<file path="config.mk">
export PLATFORM = sky130hd
export DESIGN_NAME = two_input_triangular_fuzzifier
export DESIGN_NICKNAME = d
export VERILOG_FILES = /design/src/design/tfz_pkg.sv /design/src/design/two_input_triangular_fuzzifier.sv /design/src/design/tfz_locate.sv /design/src/design/tfz_div_stage.sv
export SDC_FILE = /design/constraint.sdc
export NUM_CORES = 2
export LEC_CHECK = 0
export BUFFER_PORTS_ARGS = -buffer_cell sky130_fd_sc_hd__buf_2
export CAP_MARGIN = 0
export CORE_MARGIN = 2
export CORE_UTILIZATION = 30
export CTS_BUF_LIST = sky130_fd_sc_hd__clkbuf_8 sky130_fd_sc_hd__clkbuf_16
export DETAILED_ROUTE_END_ITERATION = 8
export PLACE_DENSITY_LB_ADDON = 0.25
export SLEW_MARGIN = 20
export SYNTH_ARGS = -nofsm -noshare
export SYNTH_HDL_FRONTEND = slang
export SYNTH_SLANG_ARGS = --single-unit
</file>
<file path="constraint.sdc">
create_clock -name clk -period 30 [get_ports clk]
set_clock_uncertainty 0.05 [all_clocks]
set_input_delay 6 -clock clk [delete_from_list [all_inputs] [get_ports clk]]
set_output_delay 6 -clock clk [all_outputs]
set_load 0.1 [all_outputs]
</file>
<file path="src/design/tfz_pkg.sv">
package tfz_pkg;

  localparam int VALUE_BITS = 16;
  localparam int TERM_W     = 3;
  localparam int QB         = 15;
  localparam int RW         = VALUE_BITS + 1;
  localparam int DIV_STEPS  = 3;
  localparam int DIV_STAGES = QB / DIV_STEPS;

  localparam logic [15:0] ONE_Q15 = 16'h8000;

  typedef enum logic {
    OP_LOAD = 1'b0,
    OP_FUZZ = 1'b1
  } op_t;

  typedef enum logic [1:0] {
    KIND_BP      = 2'd0,
    KIND_PEAK    = 2'd1,
    KIND_SUPPORT = 2'd2
  } kind_t;

  typedef struct packed {
    op_t                          operation;
    logic signed [VALUE_BITS-1:0] deviation;
    logic signed [VALUE_BITS-1:0] trend;
    logic                         load_channel;
    logic [1:0]                   load_kind;
    logic [2:0]                   load_index;
    logic signed [VALUE_BITS-1:0] load_value;
  } in_item_t;

  typedef struct packed {
    logic        channel;
    logic [2:0]  term;
    logic [15:0] membership;
    logic        last;
  } out_item_t;

  // region of one sample: first term and whether two terms follow
  typedef struct packed {
    logic [TERM_W-1:0] base;
    logic              pair;
  } region_t;

  typedef struct packed {
    logic                         valid;
    logic                         channel;
    logic [TERM_W-1:0]            term;
    logic                         last;
    logic                         full;
    logic signed [VALUE_BITS-1:0] v;
    logic signed [VALUE_BITS-1:0] p;
    logic signed [VALUE_BITS-1:0] s;
  } job_t;

  typedef struct packed {
    logic              valid;
    logic              channel;
    logic [TERM_W-1:0] term;
    logic              last;
    logic              full;
    logic              zero;
    logic [RW-1:0]     r;
    logic [RW-1:0]     s;
    logic [QB-1:0]     q;
  } div_t;

endpackage

</file>
<file path="src/design/two_input_triangular_fuzzifier.sv">
// Triangular fuzzifier for a deviation and a trend sample. A load request
// writes one breakpoint, peak or support word of one channel's table; the
// tables come up undefined and must be loaded before use. A fuzzify request
// gives two to four results: channel 0 first, then channel 1, lower term
// first, with last set on the final one. Membership is
// 1 - 2|v - peak| / support in Q1.15, clamped at 0, and 1.0 in both end
// regions. Rate: job issue takes a new request as the one before finishes
// there, and starts one membership per cycle into the divider pipe unless
// the output stalls. A request passes the input, region, job and offset
// stages, five divider stages and the output register. A stalled output
// freezes the whole pipe in place.
module two_input_triangular_fuzzifier #(
  parameter int TERMS = 5
) (
  input  logic               clk,
  input  logic               rst_n,
  input  logic               in_valid,
  output logic               in_stall,
  input  tfz_pkg::in_item_t  in_data,
  output logic               out_valid,
  input  logic               out_stall,
  output tfz_pkg::out_item_t out_data
);
  import tfz_pkg::*;

  localparam int AW = $clog2(2 * TERMS);

  // pipe advance: only a held output result freezes the pipe
  logic adv;

  // stage 1: input register with breakpoint table and region search
  logic     s1_valid;
  in_item_t s1_item;
  region_t  region0;
  region_t  region1;
  logic     take;

  // stage 2: job issue, one result per cycle while the pipe advances
  logic                         s2_valid_r;
  in_item_t                     s2_item_r;
  region_t                      s2_reg_r [2];
  logic [1:0]                   j_r;
  logic [1:0]                   cnt0;
  logic [2:0]                   n_w;
  logic [1:0]                   last_idx;
  logic                         s2_fuzz;
  logic                         s2_done;
  logic                         job_ch;
  logic [TERM_W-1:0]            job_term;
  logic [AW-1:0]                job_addr;
  logic [AW-1:0]                ld_addr;
  logic                         ld_we;
  logic signed [VALUE_BITS-1:0] peak_r [2*TERMS];
  logic signed [VALUE_BITS-1:0] sup_r  [2*TERMS];

  // stage 3 and 4: job register, offset and saturation check
  job_t                         j1_r;
  job_t                         j1_nxt;
  div_t                         div0_r;
  div_t                         div0_nxt;
  logic signed [VALUE_BITS:0]   diff;
  logic [VALUE_BITS-1:0]        absd;

  div_t                         div_w [DIV_STAGES+1];

  logic      out_valid_r;
  out_item_t out_data_r;
  out_item_t out_nxt;

  assign adv = !(out_valid_r && out_stall);

  // ---------------------------------------------------------------- stage 1
  assign take     = adv && s1_valid && (!s2_valid_r || s2_done);
  assign in_stall = !adv || (s1_valid && !take);

  tfz_locate #(
    .TERMS(TERMS)
  ) u_locate (
    .clk      (clk),
    .rst_n    (rst_n),
    .capture  (in_valid && !in_stall),
    .in_item  (in_data),
    .take     (take),
    .s1_valid (s1_valid),
    .s1_item  (s1_item),
    .region0  (region0),
    .region1  (region1)
  );

  // ---------------------------------------------------------------- stage 2
  assign s2_fuzz  = s2_item_r.operation == OP_FUZZ;
  assign cnt0     = s2_reg_r[0].pair ? 2'd2 : 2'd1;
  assign n_w      = 3'(cnt0) + (s2_reg_r[1].pair ? 3'd2 : 3'd1);
  assign last_idx = 2'(n_w - 3'd1);
  assign s2_done  = s2_valid_r && (!s2_fuzz || j_r == last_idx);

  // results of channel 0 come first, then channel 1
  always_comb begin
    logic [1:0] sub;
    job_ch   = j_r >= cnt0;
    sub      = job_ch ? j_r - cnt0 : j_r;
    job_term = s2_reg_r[job_ch].base + TERM_W'(sub);
    job_addr = AW'(int'(job_ch) * TERMS + int'(job_term));
  end

  // peaks and supports follow the request order: written as the load
  // passes job issue, after every earlier fuzzify has read them
  assign ld_we   = adv && s2_valid_r && !s2_fuzz && int'(s2_item_r.load_index) < TERMS;
  assign ld_addr = AW'(int'(s2_item_r.load_channel) * TERMS + int'(s2_item_r.load_index));

  always_ff @(posedge clk) begin
    if (!rst_n) begin
      s2_valid_r <= 1'b0;
      j_r        <= '0;
    end else if (adv) begin
      if (take) begin
        s2_valid_r <= 1'b1;
        j_r        <= '0;
      end else if (s2_done) begin
        s2_valid_r <= 1'b0;
      end else if (s2_valid_r) begin
        j_r <= j_r + 2'd1;
      end
    end
    if (take) begin
      s2_item_r   <= s1_item;
      s2_reg_r[0] <= region0;
      s2_reg_r[1] <= region1;
    end
    if (ld_we) begin
      case (s2_item_r.load_kind)
        KIND_PEAK:    peak_r[ld_addr] <= s2_item_r.load_value;
        KIND_SUPPORT: sup_r[ld_addr]  <= s2_item_r.load_value;
        default:      ;
      endcase
    end
  end

  // ---------------------------------------------------------------- stage 3
  always_comb begin
    j1_nxt.valid   = s2_valid_r && s2_fuzz;
    j1_nxt.channel = job_ch;
    j1_nxt.term    = job_term;
    j1_nxt.last    = j_r == last_idx;
    j1_nxt.full    = !s2_reg_r[job_ch].pair;
    j1_nxt.v       = job_ch ? s2_item_r.trend : s2_item_r.deviation;
    j1_nxt.p       = peak_r[job_addr];
    j1_nxt.s       = sup_r[job_addr];
  end

  always_ff @(posedge clk) begin
    if (!rst_n) begin
      j1_r.valid <= 1'b0;
    end else if (adv) begin
      j1_r <= j1_nxt;
    end
  end

  // ---------------------------------------------------------------- stage 4
  // 2|v - peak| becomes the first remainder; outside the end regions, at or
  // above support, or with a support that is not positive, the membership is zero
  always_comb begin
    diff = {j1_r.v[VALUE_BITS-1], j1_r.v} - {j1_r.p[VALUE_BITS-1], j1_r.p};
    absd = diff[VALUE_BITS] ? VALUE_BITS'(-diff) : diff[VALUE_BITS-1:0];
    div0_nxt.valid   = j1_r.valid;
    div0_nxt.channel = j1_r.channel;
    div0_nxt.term    = j1_r.term;
    div0_nxt.last    = j1_r.last;
    div0_nxt.full    = j1_r.full;
    div0_nxt.r       = {absd, 1'b0};
    div0_nxt.s       = RW'(unsigned'(j1_r.s));
    div0_nxt.q       = '0;
    div0_nxt.zero    = !j1_r.full &&
                       (j1_r.s[VALUE_BITS-1] || j1_r.s == '0 || div0_nxt.r >= div0_nxt.s);
  end

  always_ff @(posedge clk) begin
    if (!rst_n) begin
      div0_r.valid <= 1'b0;
    end else if (adv) begin
      div0_r <= div0_nxt;
    end
  end

  // ---------------------------------------------------------- divider pipe
  assign div_w[0] = div0_r;

  for (genvar g = 0; g < DIV_STAGES; g++) begin : g_div
    tfz_div_stage u_div (
      .clk   (clk),
      .rst_n (rst_n),
      .adv   (adv),
      .d_in  (div_w[g]),
      .d_out (div_w[g+1])
    );
  end

  // ---------------------------------------------------------------- output
  always_comb begin
    out_nxt.channel = div_w[DIV_STAGES].channel;
    out_nxt.term    = div_w[DIV_STAGES].term;
    out_nxt.last    = div_w[DIV_STAGES].last;
    if (div_w[DIV_STAGES].full) begin
      out_nxt.membership = ONE_Q15;
    end else if (div_w[DIV_STAGES].zero) begin
      out_nxt.membership = '0;
    end else begin
      out_nxt.membership = ONE_Q15 - {1'b0, div_w[DIV_STAGES].q};
    end
  end

  always_ff @(posedge clk) begin
    if (!rst_n) begin
      out_valid_r <= 1'b0;
    end else if (adv) begin
      out_valid_r <= div_w[DIV_STAGES].valid;
    end
    if (adv) begin
      out_data_r <= out_nxt;
    end
  end

  assign out_valid = out_valid_r;
  assign out_data  = out_data_r;

  // ------------------------------------------------------------ assertions
  a_job_idx: assert property (@(posedge clk) disable iff (!rst_n)
    s2_valid_r && s2_fuzz |-> j_r <= last_idx)
    else $error("job index beyond result count");

  a_busy_stall: assert property (@(posedge clk) disable iff (!rst_n)
    s1_valid && s2_valid_r && !s2_done |-> in_stall)
    else $error("request taken while job issue busy");

  a_full_zero: assert property (@(posedge clk) disable iff (!rst_n)
    div0_r.valid && div0_r.full |-> !div0_r.zero)
    else $error("shoulder result flagged zero");

  a_mu_range: assert property (@(posedge clk) disable iff (!rst_n)
    out_valid_r |-> out_data_r.membership <= ONE_Q15)
    else $error("membership above one");

endmodule

</file>
<file path="src/design/tfz_locate.sv">
module tfz_locate #(
  parameter int TERMS = 5
) (
  input  logic               clk,
  input  logic               rst_n,
  input  logic               capture,
  input  tfz_pkg::in_item_t  in_item,
  input  logic               take,
  output logic               s1_valid,
  output tfz_pkg::in_item_t  s1_item,
  output tfz_pkg::region_t   region0,
  output tfz_pkg::region_t   region1
);
  import tfz_pkg::*;

  localparam int AW = $clog2(2 * TERMS);

  logic                         s1_valid_r;
  in_item_t                     s1_item_r;
  logic signed [VALUE_BITS-1:0] bp_r [2*TERMS];
  logic                         bp_we;
  logic [AW-1:0]                bp_addr;
  region_t                      reg_w [2];

  assign bp_we = take && s1_item_r.operation == OP_LOAD &&
                 s1_item_r.load_kind == KIND_BP &&
                 int'(s1_item_r.load_index) < TERMS;
  assign bp_addr = AW'(int'(s1_item_r.load_channel) * TERMS + int'(s1_item_r.load_index));

  always_ff @(posedge clk) begin
    if (!rst_n) begin
      s1_valid_r <= 1'b0;
    end else if (capture) begin
      s1_valid_r <= 1'b1;
    end else if (take) begin
      s1_valid_r <= 1'b0;
    end
    if (capture) begin
      s1_item_r <= in_item;
    end
    if (bp_we) begin
      bp_r[bp_addr] <= s1_item_r.load_value;
    end
  end

  // first breakpoint at or above the sample, shoulders at both ends
  always_comb begin
    logic signed [VALUE_BITS-1:0] v;
    logic                         found;
    for (int c = 0; c < 2; c++) begin
      v = (c == 1) ? s1_item_r.trend : s1_item_r.deviation;
      found = 1'b0;
      reg_w[c].base = TERM_W'(TERMS - 1);
      reg_w[c].pair = 1'b0;
      if (v <= bp_r[c * TERMS]) begin
        reg_w[c].base = '0;
      end else begin
        for (int k = 1; k < TERMS; k++) begin
          if (!found && v <= bp_r[c * TERMS + k]) begin
            found = 1'b1;
            reg_w[c].base = TERM_W'(k - 1);
            reg_w[c].pair = 1'b1;
          end
        end
      end
    end
  end

  assign s1_valid = s1_valid_r;
  assign s1_item  = s1_item_r;
  assign region0  = reg_w[0];
  assign region1  = reg_w[1];

endmodule

</file>
<file path="src/design/tfz_div_stage.sv">
module tfz_div_stage (
  input  logic          clk,
  input  logic          rst_n,
  input  logic          adv,
  input  tfz_pkg::div_t d_in,
  output tfz_pkg::div_t d_out
);
  import tfz_pkg::*;

  div_t d_r;
  div_t d_nxt;

  // restoring division, three quotient bits per stage
  always_comb begin
    logic [RW-1:0] r;
    d_nxt = d_in;
    r = d_in.r;
    for (int i = 0; i < DIV_STEPS; i++) begin
      r = {r[RW-2:0], 1'b0};
      if (r >= d_in.s) begin
        r = r - d_in.s;
        d_nxt.q = {d_nxt.q[QB-2:0], 1'b1};
      end else begin
        d_nxt.q = {d_nxt.q[QB-2:0], 1'b0};
      end
    end
    d_nxt.r = r;
  end

  always_ff @(posedge clk) begin
    if (!rst_n) begin
      d_r.valid <= 1'b0;
    end else if (adv) begin
      d_r <= d_nxt;
    end
  end

  assign d_out = d_r;

endmodule
</file>
==> flow_metrics.env <==
export IMPL_setup_tns_ns=0
export IMPL_fill_cells=16600
export IMPL_min_from="g_div[1].u_div.d_out[51]$_DFFE_PP_"
export IMPL_cp_cell_sequence="buf_2 > and2_1 > a21oi_1 > inv_1 > buf_2"
export IMPL_maxCapViolCount=0
export IMPL_crit_fanout=12
export IMPL_r2r_end="g_div[1].u_div.d_out[35]$_DFFE_PP_"
export IMPL_slew_headroom_pct=27.1
export IMPL_worst_slew_pin_slew_ns=1.09
export IMPL_hold_class="flop to flop"
export IMPL_async_flop_share_pct=0
export IMPL_start_kind="primary input"
export IMPL_drc_errors=0
export IMPL_yosysSeqAreaShare_pct=54.8
export IMPL_rsz0062_at_grt="false"
export IMPL_cts_sinks=931
export IMPL_synth_edf_count=919
export IMPL_hold_depth=0
export IMPL_routabilityCongestion=0.835
export IMPL_post_route_min_period_ns=13.07
export IMPL_hold_path_end="g_div[2].u_div.d_out[51]$_DFFE_PP_"
export IMPL_dieArea_um2=173000
export IMPL_drtPass1Iterations=6
export IMPL_hold_viol_final=0
export IMPL_multi_input_area_um2=21500
export IMPL_seqCellArea_um2=27800
export IMPL_cts_path_max_buffers=3
export IMPL_grt_pass1_wl_um=189000
export IMPL_crit_required_ns=23.95
export IMPL_die_h_um=416
export IMPL_vias=32000
export IMPL_fin_ws_ns=16.93
export IMPL_num_rows=151
export IMPL_fmax_ghz=0.0765
export IMPL_layout_common_cells="edfxtp_1, ha_1, inv_1, a21oi_1, nor2_1"
export IMPL_syn_num_nets=4551
export IMPL_cts_clk_slew_worst_paths_ns=0.06
export IMPL_nNetsFinal=4704
export IMPL_start_util_pct=30.1
export IMPL_tritoncts="done"
export IMPL_status="finished, final reports clean"
export IMPL_synth_seq_cells=931
export IMPL_area_delta_synth_final_pct=13.1
export IMPL_dieWidth_um=416
export IMPL_post_route_period_util_pct=43.6
export IMPL_synth_area_um2=50800
export IMPL_yosys_top_cells_area="edfxtp_1, ha_1, mux4_2"
export IMPL_arrival_ns=7.02
export IMPL_clk_latency_ns=0.72
export IMPL_drtIter0Drc=2238
export IMPL_yosys_area_top_type_share_pct=54.3
export IMPL_reg2reg_depth=28
export IMPL_dp_hpwl_um=88700
export IMPL_postCtsSetupBuffers=0
export IMPL_routed_via_density=4.92
export IMPL_final_common_cell="edfxtp_1"
export IMPL_synth_largest_area_cell="edfxtp_1"
export IMPL_post_synth_num_cell_types=91
export IMPL_max_stage_delay_ns=0.42
export IMPL_drt_total_wl_um=124000
export IMPL_cpMaxStageDelayCell="buf_2"
export IMPL_rrSetupSlack_ns=20.67
export IMPL_drt_antenna_violating_nets=0
export IMPL_root_buffer="clkbuf_16"
export IMPL_drive_gt1_share_pct=12.8
export IMPL_ioPinCount=82
export IMPL_grt_ovfl_total=0
export IMPL_finalMaxSlewViolations=0
export IMPL_grt_pass1_vias=31400
export IMPL_synth_cells=4049
export IMPL_track_usage_pct=14.1
export IMPL_fin_cells=6501
export IMPL_cp_end_kind="output pin"
export IMPL_port_buffers=81
export IMPL_avgSynthCellArea_um2=12.6
export IMPL_cts_hold_buf=0
export IMPL_path_class="primary input to output pin"
export IMPL_numCtsBuffers=100
export IMPL_core_area_um2=169000
export IMPL_antenna_found_initial=0
export IMPL_yosys_warnings=0
export IMPL_r2r_start="g_div[0].u_div.d_out[19]$_DFFE_PP_"
export IMPL_routedWlPerCell_um=19.1
export IMPL_setup_viol=0
export IMPL_place_ws_ns=16.89
export IMPL_path_common_cell="buf_2"
export IMPL_placedCellCount=6318
export IMPL_synth_main_ff_cell="edfxtp_1"
export IMPL_fin_hold_ws_ns=0.341
export IMPL_htree_levels=3
export IMPL_cts_resized=0
export IMPL_grt_max_degree=178
how the worst max path moves through the flow:
stage | startpoint | end | slack [ns] | depth (start not counted)
final | out_stall | in_stall | 16.93 | 5
after global routing | out_stall | in_stall | 16.81 | 5
after CTS | out_stall | in_stall | 16.90 | 5
after detailed placement | out_stall | in_stall | 16.89 | 5
after global placement | out_stall | in_stall | 16.84 | 5
after floorplan | out_stall | div0_nxt[15]$_DFFE_PP_ | 15.30 | 4
synth_stat cells, types with 15 or more instances:
master,count
or2_2,21
a21oi_1,251
nor4_1,23
and3_1,22
mux2i_1,43
xnor2_1,126
nor2b_1,79
and4_1,15
nand2_1,225
a31oi_1,27
o211ai_1,27
nor3_1,85
and2_1,18
xor2_1,73
edfxtp_1,919
nand2b_1,44
a21o_1,105
nand4_1,58
o21bai_1,24
mux4_2,64
clkbuf_1,46
a211oi_1,63
inv_1,346
a21boi_0,20
o21ai_0,130
o31ai_1,23
mux2_4,19
nor2_1,227
or3_1,17
o21a_1,94
nand3_1,47
ha_1,436
mux2_2,119
critical path, delay by kind of cell:
family / cells / cell delay, ns
buf+inv: 3 / 0.56
simple gates: 1 / 0.36
compound gates: 1 / 0.10
per-layer routing:
layer  GRT usage, %  up-vias  share of wire [%]
met5              0        -                  0
met4           3.45        0                2.3
met3           2.13      172                4.2
met2           23.5      601                 47
met1           19.4    15600                 47
li1               -    15600                  -
registers in the layout, summed over array words and instances (netlist names), 8 cells and up:
register           count
j1_r                  32
s2_item_r             54
div0_r                39
peak_r               160
u_locate.bp_r        160
sup_r                160
g_div.u_div.d_out    213
out_data              21
div0_nxt              23
s2_reg_r               8
u_locate.s1_item      55
stage by stage:
| stage | area, µm² | util, % |
|---|---|---|
| 6_report | 57500 | 34.0 |
| 5_1_grt | 57500 | 34.0 |
| 4_1_cts | 57400 | 34.0 |
| 3_5_place_dp | 54100 | 32.0 |
| 3_3_place_gp | 54100 | 32.0 |
| 2_1_floorplan | 50800 | - |
layout make-up:
type / count / area share [%]
flip-flops and latches: 931 / 48.5
multi-input cells: 2693 / 37.3
well taps: 2218 / 4.83
clock buffers: 102 / 4.44
inverters: 351 / 2.29
clock inverters: 80 / 1.33
repair buffers: 125 / 1.30
diodes: 1 / 0.00436
cells by family after synthesis:
kind of cell,Yosys count,share of synthesized area [%]
multiplexers,245,6.88
XOR/XNOR,199,3.43
adder cells (fa/ha/maj),443,11.0
AO/OA/AOI/OAI,897,11.8
flip-flops,931,54.8
buffers and inverters,425,3.25
AND/OR/NAND/NOR,909,8.84
Power is left out: the tool's default activity adds up to more than one toggle a clock period on the data nets, which glitch-free logic cannot reach.
